File: src/rtl/core/vna_pkg.sv
`default_nettype none

package vna_pkg;

    localparam int unsigned IDX_W     = 10;
    localparam int unsigned IDX_LIMIT = 1024;
    localparam int unsigned POS_W     = 16;
    localparam int unsigned EDGE_W    = 17;
    localparam int unsigned PROD_W    = 34;
    localparam int unsigned CROSS_W   = 35;
    localparam int unsigned SUM_W     = 44;
    localparam int unsigned SCL_W     = 20;
    localparam int unsigned SQ_W      = 42;
    localparam int unsigned LEN_W     = 21;
    localparam int unsigned Q_W       = 15;
    localparam int unsigned NUM_W     = 37;
    localparam int unsigned OUT_W     = 16;

    localparam logic [1:0] REQ_WRITE = 2'd0;
    localparam logic [1:0] REQ_TRI   = 2'd1;
    localparam logic [1:0] REQ_READ  = 2'd2;

    typedef enum logic [1:0] {
        OP_WRITE,
        OP_TRI,
        OP_READ,
        OP_ZERO
    } op_kind_t;

    typedef struct packed {
        op_kind_t                 kind;
        logic [IDX_W-1:0]         a;
        logic [IDX_W-1:0]         b;
        logic [IDX_W-1:0]         c;
        logic signed [POS_W-1:0]  px;
        logic signed [POS_W-1:0]  py;
        logic signed [POS_W-1:0]  pz;
    } op_t;

    typedef struct packed {
        logic signed [OUT_W-1:0]  nx;
        logic signed [OUT_W-1:0]  ny;
        logic signed [OUT_W-1:0]  nz;
        logic                     zero;
    } result_t;

    typedef enum logic [3:0] {
        B_CLEAR,
        B_IDLE,
        B_PA,
        B_PB,
        B_PC,
        B_PE,
        B_MUL,
        B_ACC_RD,
        B_ACC_WR,
        B_SUM_RD,
        B_NORM_GO,
        B_NORM_WAIT,
        B_OUT
    } back_state_t;

    typedef enum logic [2:0] {
        N_IDLE,
        N_SHIFT,
        N_SQ,
        N_SQRT,
        N_DINIT,
        N_DIV,
        N_DONE
    } norm_state_t;

endpackage

`default_nettype wire

File: src/rtl/core/vna_front.sv
`default_nettype none

module vna_front
    import vna_pkg::*;
#(
    parameter int unsigned VERTEX_COUNT = 1024
)
(
    input  wire logic                     clk,
    input  wire logic                     rst_n,
    input  wire logic                     req_valid,
    output logic                          req_stall,
    input  wire logic [1:0]               req_type,
    input  wire logic [IDX_W-1:0]         vert_a,
    input  wire logic [IDX_W-1:0]         vert_b,
    input  wire logic [IDX_W-1:0]         vert_c,
    input  wire logic signed [POS_W-1:0]  pos_x,
    input  wire logic signed [POS_W-1:0]  pos_y,
    input  wire logic signed [POS_W-1:0]  pos_z,
    input  wire logic                     clearing,
    output logic                          q_valid,
    output op_t                           q_item,
    input  wire logic                     q_pop
);

    op_t        slot_reg [2];
    logic       wr_ptr_reg;
    logic       rd_ptr_reg;
    logic [1:0] count_reg;
    logic [1:0] count_next;
    logic       a_ok;
    logic       b_ok;
    logic       c_ok;
    logic       keep;
    logic       push;
    op_t        item;

    assign a_ok = 32'(vert_a) < VERTEX_COUNT;
    assign b_ok = 32'(vert_b) < VERTEX_COUNT;
    assign c_ok = 32'(vert_c) < VERTEX_COUNT;

    always_comb
    begin
        item.a    = vert_a;
        item.b    = vert_b;
        item.c    = vert_c;
        item.px   = pos_x;
        item.py   = pos_y;
        item.pz   = pos_z;
        item.kind = OP_ZERO;
        keep      = 1'b0;
        unique case (req_type)
            REQ_WRITE:
            begin
                item.kind = OP_WRITE;
                keep      = a_ok;
            end
            REQ_TRI:
            begin
                item.kind = OP_TRI;
                keep      = a_ok && b_ok && c_ok;
            end
            REQ_READ:
            begin
                item.kind = a_ok ? OP_READ : OP_ZERO;
                keep      = 1'b1;
            end
            default:
            begin
                keep = 1'b0;
            end
        endcase
    end

    assign req_stall = (count_reg == 2'd2) || clearing;
    assign push      = req_valid && !req_stall && keep;
    assign q_valid   = count_reg != 2'd0;
    assign q_item    = slot_reg[rd_ptr_reg];

    always_comb
    begin
        count_next = count_reg;
        if (push && !q_pop)
        begin
            count_next = count_reg + 2'd1;
        end
        else if (!push && q_pop)
        begin
            count_next = count_reg - 2'd1;
        end
    end

    always_ff @(posedge clk)
    begin
        if (push)
        begin
            slot_reg[wr_ptr_reg] <= item;
        end
    end

    always_ff @(posedge clk or negedge rst_n)
    begin
        if (!rst_n)
        begin
            wr_ptr_reg <= 1'b0;
            rd_ptr_reg <= 1'b0;
            count_reg  <= 2'd0;
        end
        else
        begin
            count_reg <= count_next;
            if (push)
            begin
                wr_ptr_reg <= !wr_ptr_reg;
            end
            if (q_pop)
            begin
                rd_ptr_reg <= !rd_ptr_reg;
            end
        end
    end

endmodule

`default_nettype wire

File: config.mk
export PLATFORM = sky130hd
export DESIGN_NAME = vna_front
export DESIGN_NICKNAME = d
export VERILOG_FILES = /design/src/rtl/core/vna_pkg.sv /design/src/rtl/core/vna_front.sv
export SDC_FILE = /design/constraint.sdc
export NUM_CORES = 1
export LEC_CHECK = 0
export ABC_AREA = 1
export ABC_CLOCK_PERIOD_IN_PS = 9000
export BUFFER_PORTS_ARGS = -buffer_cell sky130_fd_sc_hd__buf_2
export CORE_MARGIN = 2
export CORE_UTILIZATION = 53
export DETAILED_ROUTE_END_ITERATION = 8
export PLACE_DENSITY = 0.78
export SETUP_SLACK_MARGIN = 0.4
export SLEW_MARGIN = 20
export SYNTH_ARGS = -nofsm -noshare
export SYNTH_HDL_FRONTEND = slang
export SYNTH_SLANG_ARGS = --single-unit
File: constraint.sdc
create_clock -name clk -period 9 [get_ports clk]
set_input_delay 1.8 -clock clk [delete_from_list [all_inputs] [get_ports clk]]
set_output_delay 1.8 -clock clk [all_outputs]
set_load 0.01 [all_outputs]
==> Yosys cells after proc, flatten, opt, wreduce, memory -nomap -nowiden <==
Memories as Yosys holds them, arrays and structs flattened.
Cells that the tools add are included.
{ "totals": {"ram_bits": 160, "output_inout_bits": 82, "wordCells": 29, "in_bits": 85, "register_bits": 4, "memories": 1} }
{ "memory_table": {"columns": ["memory", "words", "word_bits", "read_ports", "rd_clocked_by_memory_dff", "wr", "line", "text"], "rows": [
  ["slot_reg", 2, 80, 1, 0, 1, "vna_front.sv:26", "op_t slot_reg [2];"]
]} }
{ "op_classes": {"n_reduce_logical": 14, "eq_ne": 3, "n_addsub": 2, "mux": 6} }
{ "op_table": {"columns": ["op", "count"], "rows": [
  ["2-bit one-hot mux with 3 select lines", 1],
  ["1-bit zero test", 5],
  ["2-bit == test, second input constant", 2],
  ["1-bit logical AND", 4],
  ["2-bit two-way mux", 2],
  ["2-bit nonzero test", 2],
  ["1-bit two-way mux", 3],
  ["3-bit OR reduction", 1],
  ["2-bit by 1-bit adder with 2-bit output, second input constant", 1],
  ["2-bit by 1-bit == test with 1-bit output, second input constant", 1],
  ["2-bit zero test", 1],
  ["2-bit by 1-bit subtractor with 2-bit output, second input constant", 1],
  ["1-bit logical OR", 1]
]} }

==> Logic depth before layout (Yosys ltp) <==
Gate-level depths: netlist of the first run.
{ "depth": {"ltp_word": 9, "depth_mapped": 10, "mapped_depth_nobuf": 10} }

==> Least setup slack after synthesis of the first run <==
OpenSTA, ideal clock, no wires.
{ "synth_timing": {"path_kind": "in2reg", "startpoint": "input req_type[0]", "endpoint": "memory slot_reg[1][0] (netlist bit) (enable)", "required_ns": 8.383, "setup_time_ns": 0.617, "stages": 3, "arrival_time_ns": 7.414, "setup_slack_ns": 0.969, "path_buffers": 0, "path_cell_list": "nand2_1 > nand2_1 > nor3_1"} }
{ "synth_via": {"elab_chain_len": 6, "word_cells_on_any_way": 8, "classes_between": "eq/ne (2); mux (3); reduce/logical (3)"} }
{ "synth_rtl": {"columns": ["element", "line", "text"], "rows": [
  ["from (decl)", "vna_front.sv:13", "input wire logic [1:0] req_type,"],
  ["2-bit == test, or another cell as far along", "vna_front.sv:52", "unique case (req_type)"],
  ["3-bit OR reduction (no line) (*)", null, null],
  ["1-bit two-way mux (*)", "vna_front.sv:52", null],
  ["1-bit logical AND (*)", "vna_front.sv:76", "assign push = req_valid && !req_stall && keep;"],
  ["1-bit two-way mux (*)", "vna_front.sv:95", "if (push)"],
  ["1-bit two-way mux (implied by the code) (*)", "vna_front.sv:97", "slot_reg[wr_ptr_reg] <= item;"],
  ["to (decl)", "vna_front.sv:26", null]
]} }
Mark *: on every way between the ends. The rest lies on a longest branch, timed or not.

==> results.sh, run 1 <==
export IMPL_dr_first_iter_drc_count=171
export IMPL_tns_ns=0
export IMPL_gp_congestion=0.722
export IMPL_die_area_mm2=0.0130
export IMPL_critPathKind="reg -> out"
export IMPL_run_status="complete, no violations"
export IMPL_max_freq_mhz=227
export IMPL_initial_core_util_pct=53.9
export IMPL_ys_seq_elements=164
export IMPL_synth_warning_count=0
export IMPL_io_pins=167
export IMPL_powerDensity_mw_per_mm2=288
export IMPL_crit_path_top_delay_cell="dfrtp_4"
export IMPL_clockBufferDepth=2
export IMPL_die_h_um=114
export IMPL_numClockSinks=164
export IMPL_setup_viol=0
export IMPL_cts_tree="built"
export IMPL_wl_met3_um=744
export IMPL_worstPathRequired_ns=7.20
export IMPL_final_cell_area_mm2=0.00785
export IMPL_worst_slew_pin_slew_ns=0.785
export IMPL_via_per_inst=5.01
export IMPL_drc=0
export IMPL_syn_area_mm2=0.00642
export IMPL_grt_antenna_before_repair=1
export IMPL_drive_gt1_share_pct=58.5
export IMPL_hold_slack_ns=0.521
export IMPL_stdcell_count=623
export IMPL_hold_viol=0
export IMPL_dp_hpwl_mm=6.93
export IMPL_path_cells="buf_4 > mux2_4 > buf_2"
export IMPL_n_fill_cell=827
export IMPL_htree_levels=4
export IMPL_nNetsFinal=548
export IMPL_grt_max_degree=46
export IMPL_leakagePower_nw=3.19
export IMPL_largest_reg_flops=160
export IMPL_end_kind="output pin"
export IMPL_num_rows=40
export IMPL_grt_use_total_pct=16.5
export IMPL_core_area_mm2=0.0119
export IMPL_cts_hold_buf=0
export IMPL_maxCapViolations=0
export IMPL_synth_area_top_cells="edfxtp_1, mux2_4, buf_12"
export IMPL_r2r_slack_ns=6.76
export IMPL_post_route_min_period_ns=4.40
export IMPL_syn_nets=370
export IMPL_relSlewSlack_pct=47.6
export IMPL_ant_nets=0
export IMPL_synth_area_per_cell_um2=22.6
export IMPL_worstPathMaxFanout=44
export IMPL_yosys_area_top_type_share_pct=74.8
export IMPL_slew_violations=0
export IMPL_routed_wirelength_mm=10.6
export IMPL_grt_overflow=0
export IMPL_met2_length_mm=5.35
export IMPL_ys_seq_area_share_pct=76.4
export IMPL_io_buffers=166
export IMPL_grt_pass1_wl_mm=15.7
export IMPL_hold_path_class="reg -> reg"
export IMPL_place_inst=590
export IMPL_synth_area_leader_cell="edfxtp_1"
export IMPL_vdd_drop_max_v=0.000231
export IMPL_critical_path_max_stage_delay_ns=0.90
export IMPL_wl_per_cell_um=17.1
export IMPL_synth_cell_types=18
export IMPL_wl_met1_mm=4.37
export IMPL_postCtsSetupRepairBufs=0
export IMPL_top_layer_used="met4"
export IMPL_start_kind="register"
export IMPL_die_w_um=114
export IMPL_clock_skew_ns=0.00522
export IMPL_clock_latency_ns=0.41
export IMPL_synthCells=284
export IMPL_clk_pin_slew_ns=0.06
export IMPL_cts_resized=0
export IMPL_cts_root_buf="clkbuf_16"
export IMPL_cp_arrival_ns=2.60
export IMPL_rsz0062_at_grt="false"
export IMPL_placedInstanceArea_mm2=0.00730
export IMPL_drt_pass1_iter_count=4
export IMPL_period_share_pct=48.9
export IMPL_num_vias=3124
export IMPL_areaGrowthSynthToFinish_pct=22.3
export IMPL_grt_pass1_vias=3183
export IMPL_numCtsBuffers=17
## power breakdown
group	switching (mW)	internal (mW)
clock network	0.267	0.403
registers	0.0684	0.928
logic	0.262	0.330
## final cells by class
type | count | area, um^2 | share of cell area [%]
inverter | 9 | 35.0 | 0.446
timing repair buffer | 170 | 861 | 11.0
sequential | 164 | 4910 | 62.5
multi-input combinational | 100 | 1310 | 16.7
tap | 147 | 184 | 2.34
antenna | 1 | 2.50 | 0.0319
clock inverter | 12 | 114 | 1.45
clock buffer | 20 | 437 | 5.56
## worst paths after layout
check,startpoint,endpoint,cells past startpoint
hold reg to reg,count_reg[0]$_DFFE_PN0P_,count_reg[0]$_DFFE_PN0P_,1
setup reg to reg,count_reg[0]$_DFFE_PN0P_,slot_reg[0][5]$_DFFE_PP_,5
setup / recovery,rd_ptr_reg$_DFFE_PN0P_,q_item[14],3
hold / removal,count_reg[0]$_DFFE_PN0P_,count_reg[0]$_DFFE_PN0P_,1
max in group asynchronous,rst_n,rd_ptr_reg$_DFFE_PN0P_,1
min in group asynchronous,rst_n,wr_ptr_reg$_DFFE_PN0N_,1
## routing by layer
metal / up-vias / GRT usage (%)
li1: 1461 / -
met1: 1517 / 20.2
met2: 130 / 26.6
met3: 16 / 5.24
met4: 0 / 8.21
met5: - / 0
## layout by cell type (no fill, tap or decap), types with 2 or more instances in the layout
master	instances
buf_2	166
buf_4	4
bufinv_16	2
clkbuf_1	3
clkbuf_16	17
clkinv_1	4
clkinv_2	4
clkinvlp_4	2
dfrtp_1	3
edfxtp_1	160
inv_1	8
mux2_4	79
nand2_1	10
nand3_1	2
## Yosys cell counts
master    number
nor3_1         1
nand2_1       10
o21bai_1       1
mux2_2         1
nand3_1        2
xnor2_1        1
a21oi_1        1
mux2_4        79
xor2_1         1
nor2_1         1
edfxtp_1     160
buf_12         8
buf_6          1
inv_1          9
nand4_1        1
ha_1           1
dfrtp_1        4
clkbuf_1       2
## critical path, delay by kind of cell (launching register included)
family	cells	cell delay, ns
buffers and inverters	2	0.91
flip-flops	1	0.90
multiplexers	1	0.36
## stage by stage
stage	power, mW	setup slack [ns]	utilization (%)
final	2.26	4.60	65.9
after global routing	2.35	4.47	65.9
after CTS	2.29	4.53	65.9
after detailed placement	1.61	4.98	61.3
after global placement	1.60	5.01	61.3
after floorplan	1.49	0.969	-
## cells by family after synthesis
kind of cell	share of synthesized area, %
DFF	76.4
buffers and inverters	3.31
and+or+nand+nor	0.974
xor gates and xnor gates	0.273
AOI/OAI and AO/OA	0.195
adders and majority gates	0.195
muxes	18.7
No activity file was read; power rests on OpenSTA's default activity.
==> inputs of run 2 (changes only) <==
--- a/config.mk
+++ b/config.mk
@@ -5,13 +5,13 @@
 export SDC_FILE = /design/constraint.sdc
 export NUM_CORES = 1
 export LEC_CHECK = 0
-export ABC_AREA = 1
-export ABC_CLOCK_PERIOD_IN_PS = 9000
+export ABC_AREA = 0
+export ABC_CLOCK_PERIOD_IN_PS = 4400
 export BUFFER_PORTS_ARGS = -buffer_cell sky130_fd_sc_hd__buf_2
 export CORE_MARGIN = 2
-export CORE_UTILIZATION = 53
+export CORE_UTILIZATION = 52
 export DETAILED_ROUTE_END_ITERATION = 8
-export PLACE_DENSITY = 0.78
+export PLACE_DENSITY = 0.77
 export SETUP_SLACK_MARGIN = 0.4
 export SLEW_MARGIN = 20
 export SYNTH_ARGS = -nofsm -noshare
==> constraint.sdc (replaced) <==
create_clock -name clk -period 4.4 [get_ports clk]
set_input_delay 0.88 -clock clk [delete_from_list [all_inputs] [get_ports clk]]
set_output_delay 0.88 -clock clk [all_outputs]
set_load 0.01 [all_outputs]
==> run 2 against run 1 <==
Compared with the run above: clock skew increased by 0.0056 ns; clock-buffer cell count is 3 higher; sequential power up 100%; power rose by 97%; critical path type unchanged; largest cell class unchanged.
==> results.sh, run 2 <==
export IMPL_run_status="complete, no violations"
export IMPL_grt_antenna_before_repair=0
export IMPL_powerDensity_mw_per_mm2=585
export IMPL_cts_resized=0
export IMPL_n_fill_cell=782
export IMPL_cts_hold_buf=0
export IMPL_ys_seq_elements=164
export IMPL_htree_levels=4
export IMPL_pre_cts_slack_ns=1.56
export IMPL_crit_buf_inv=2
export IMPL_hold_slack_ns=0.267
export IMPL_grt_overflow=0
export IMPL_num_rows=39
export IMPL_p_total_mw=4.44
export IMPL_synth_area_per_cell_um2=22.4
export IMPL_cts_root_buf="clkbuf_16"
export IMPL_die_h_um=112
export IMPL_path_cells="buf_12 > mux2_2 > buf_2"
export IMPL_synth_cell_types=18
export IMPL_largest_reg_flops=160
export IMPL_clk_pin_slew_ns=0.06
export IMPL_cp_arrival_ns=2.05
export IMPL_grt_max_degree=82
export IMPL_max_freq_mhz=341
export IMPL_grt_pass1_vias=3118
export IMPL_io_buffers=166
export IMPL_relSlewSlack_pct=59.1
export IMPL_yosysMostFrequentCell="edfxtp_1"
export IMPL_drt_pass1_iter_count=4
export IMPL_clock_skew_ns=0.0109
export IMPL_r2r_end="slot_reg[1][4]$_DFFE_PP_"
export IMPL_critical_path_max_stage_delay_ns=0.76
export IMPL_cts_tree="built"
export IMPL_synthCells=270
export IMPL_grt_use_total_pct=16.6
export IMPL_synth_warning_count=0
export IMPL_cp_top_family="flip-flops"
export IMPL_final_cell_area_mm2=0.00759
export IMPL_worst_slack_ns=1.47
export IMPL_synth_area_top_cells="edfxtp_1, mux2_2, dfrtp_1"
export IMPL_routed_wirelength_mm=10.1
export IMPL_nNetsFinal=534
export IMPL_ant_nets=0
export IMPL_yosys_area_top_type_share_pct=79.6
export IMPL_vdd_drop_max_v=0.000389
export IMPL_dp_hpwl_mm=6.28
export IMPL_layout_common_cells="buf_2, edfxtp_1, mux2_2"
export IMPL_setup_viol=0
export IMPL_slew_violations=0
export IMPL_wl_per_cell_um=16.8
export IMPL_areaGrowthSynthToFinish_pct=25.7
export IMPL_gp_congestion=0.722
export IMPL_via_per_inst=4.97
export IMPL_io_pins=167
export IMPL_rsz0062_at_grt="false"
export IMPL_drc=0
export IMPL_hold_viol=0
export IMPL_placedInstanceArea_mm2=0.00697
export IMPL_synth_flop_cell="edfxtp_1"
export IMPL_core_area_mm2=0.0114
export IMPL_r2r_worst_path_cells=4
export IMPL_grt_pass1_wl_mm=15.6
export IMPL_r2r_slack_ns=2.47
export IMPL_diodes=0
export IMPL_synth_top_cells_by_count="edfxtp_1, mux2_2, buf_6"
export IMPL_num_vias=2999
export IMPL_die_area_mm2=0.0125
export IMPL_post_route_min_period_ns=2.93
export IMPL_ys_seq_area_share_pct=81.3
export IMPL_r2r_start="count_reg[0]$_DFFE_PN0P_"
export IMPL_numClockSinks=164
export IMPL_syn_nets=356
export IMPL_leakagePower_nw=2.83
export IMPL_synth_area_leader_cell="edfxtp_1"
export IMPL_layout_commonest_cell="buf_2"
export IMPL_worst_slew_pin_slew_ns=0.613
export IMPL_die_w_um=112
export IMPL_postCtsSetupRepairBufs=0
export IMPL_async_reset_ff_share_pct=2.44
export IMPL_period_share_pct=66.6
export IMPL_synth_edf_count=160
export IMPL_syn_area_mm2=0.00604
export IMPL_tns_ns=0
export IMPL_drive_gt1_share_pct=61.8
export IMPL_maxCapViolations=0
export IMPL_worstPathMaxFanout=44
export IMPL_worstPathRequired_ns=3.52
export IMPL_clockBufferDepth=2
export IMPL_hold_path_class="in -> async"
export IMPL_end_kind="output pin"
export IMPL_crit_path_top_delay_cell="dfrtp_4"
export IMPL_numCtsBuffers=17
export IMPL_start_kind="register"
export IMPL_critPathKind="reg -> out"
export IMPL_clock_latency_ns=0.41
export IMPL_initial_core_util_pct=53.1
export IMPL_dr_first_iter_drc_count=177
## run 2: cell types whose count changed after synthesis, sizes merged, moves of 2 or more
| cell | change |
|---|---|
| inv | -7 |
| nand2 | -10 |
| xor2 | +3 |
| nand3 | -2 |
## run 2: through the flow
stage / instances / util, %
after floorplan: 270 / -
after global placement: 570 / 61.3
after detailed placement: 570 / 61.3
after CTS: 602 / 66.3
after global routing: 604 / 66.7
final: 604 / 66.7
## run 2: cell type report
cell class / instances / area, um^2 / area share [%]
tap: 143 / 179 / 2.36
inverter: 2 / 7.51 / 0.0990
multi-input combinational: 93 / 1030 / 13.6
clock inverter: 9 / 109 / 1.43
clock buffer: 23 / 458 / 6.04
timing repair buffer: 170 / 893 / 11.8
sequential: 164 / 4910 / 64.7
## run 2: per-layer routing
metal	wire, um	track usage [%]
met2	5210	27.0
met4	92	6.01
met3	721	6.64
met5	0	0
met1	4110	20.2
## run 2: worst max path at each step
stage	startpoint	endpoint	cells past startpoint
floorplan	clearing	slot_reg[0][0]$_DFFE_PP_	2
global placement	req_type[0]	slot_reg[1][13]$_DFFE_PP_	4
detailed placement	req_type[0]	slot_reg[1][54]$_DFFE_PP_	4
CTS	rd_ptr_reg$_DFFE_PN0P_	q_item[79]	2
global route	rd_ptr_reg$_DFFE_PN0P_	q_item[16]	3
finish	rd_ptr_reg$_DFFE_PN0P_	q_item[10]	3
## run 2: kinds of logic after synthesis
family,after synthesis,synth area share (%)
AOI/OAI and AO/OA,3,0.643
and+or+nand+nor,4,0.373
xor gates and xnor gates,5,0.726
buffers and inverters,13,1.87
adders and majority gates,1,0.207
muxes,80,14.9
DFF,164,81.3
## run 2: report_power, final
| part | internal, mW | switching, mW | leakage, nW |
|---|---|---|---|
| clock network | 0.849 | 0.542 | 0.263 |
| registers | 1.90 | 0.120 | 1.50 |
| logic | 0.534 | 0.495 | 1.06 |
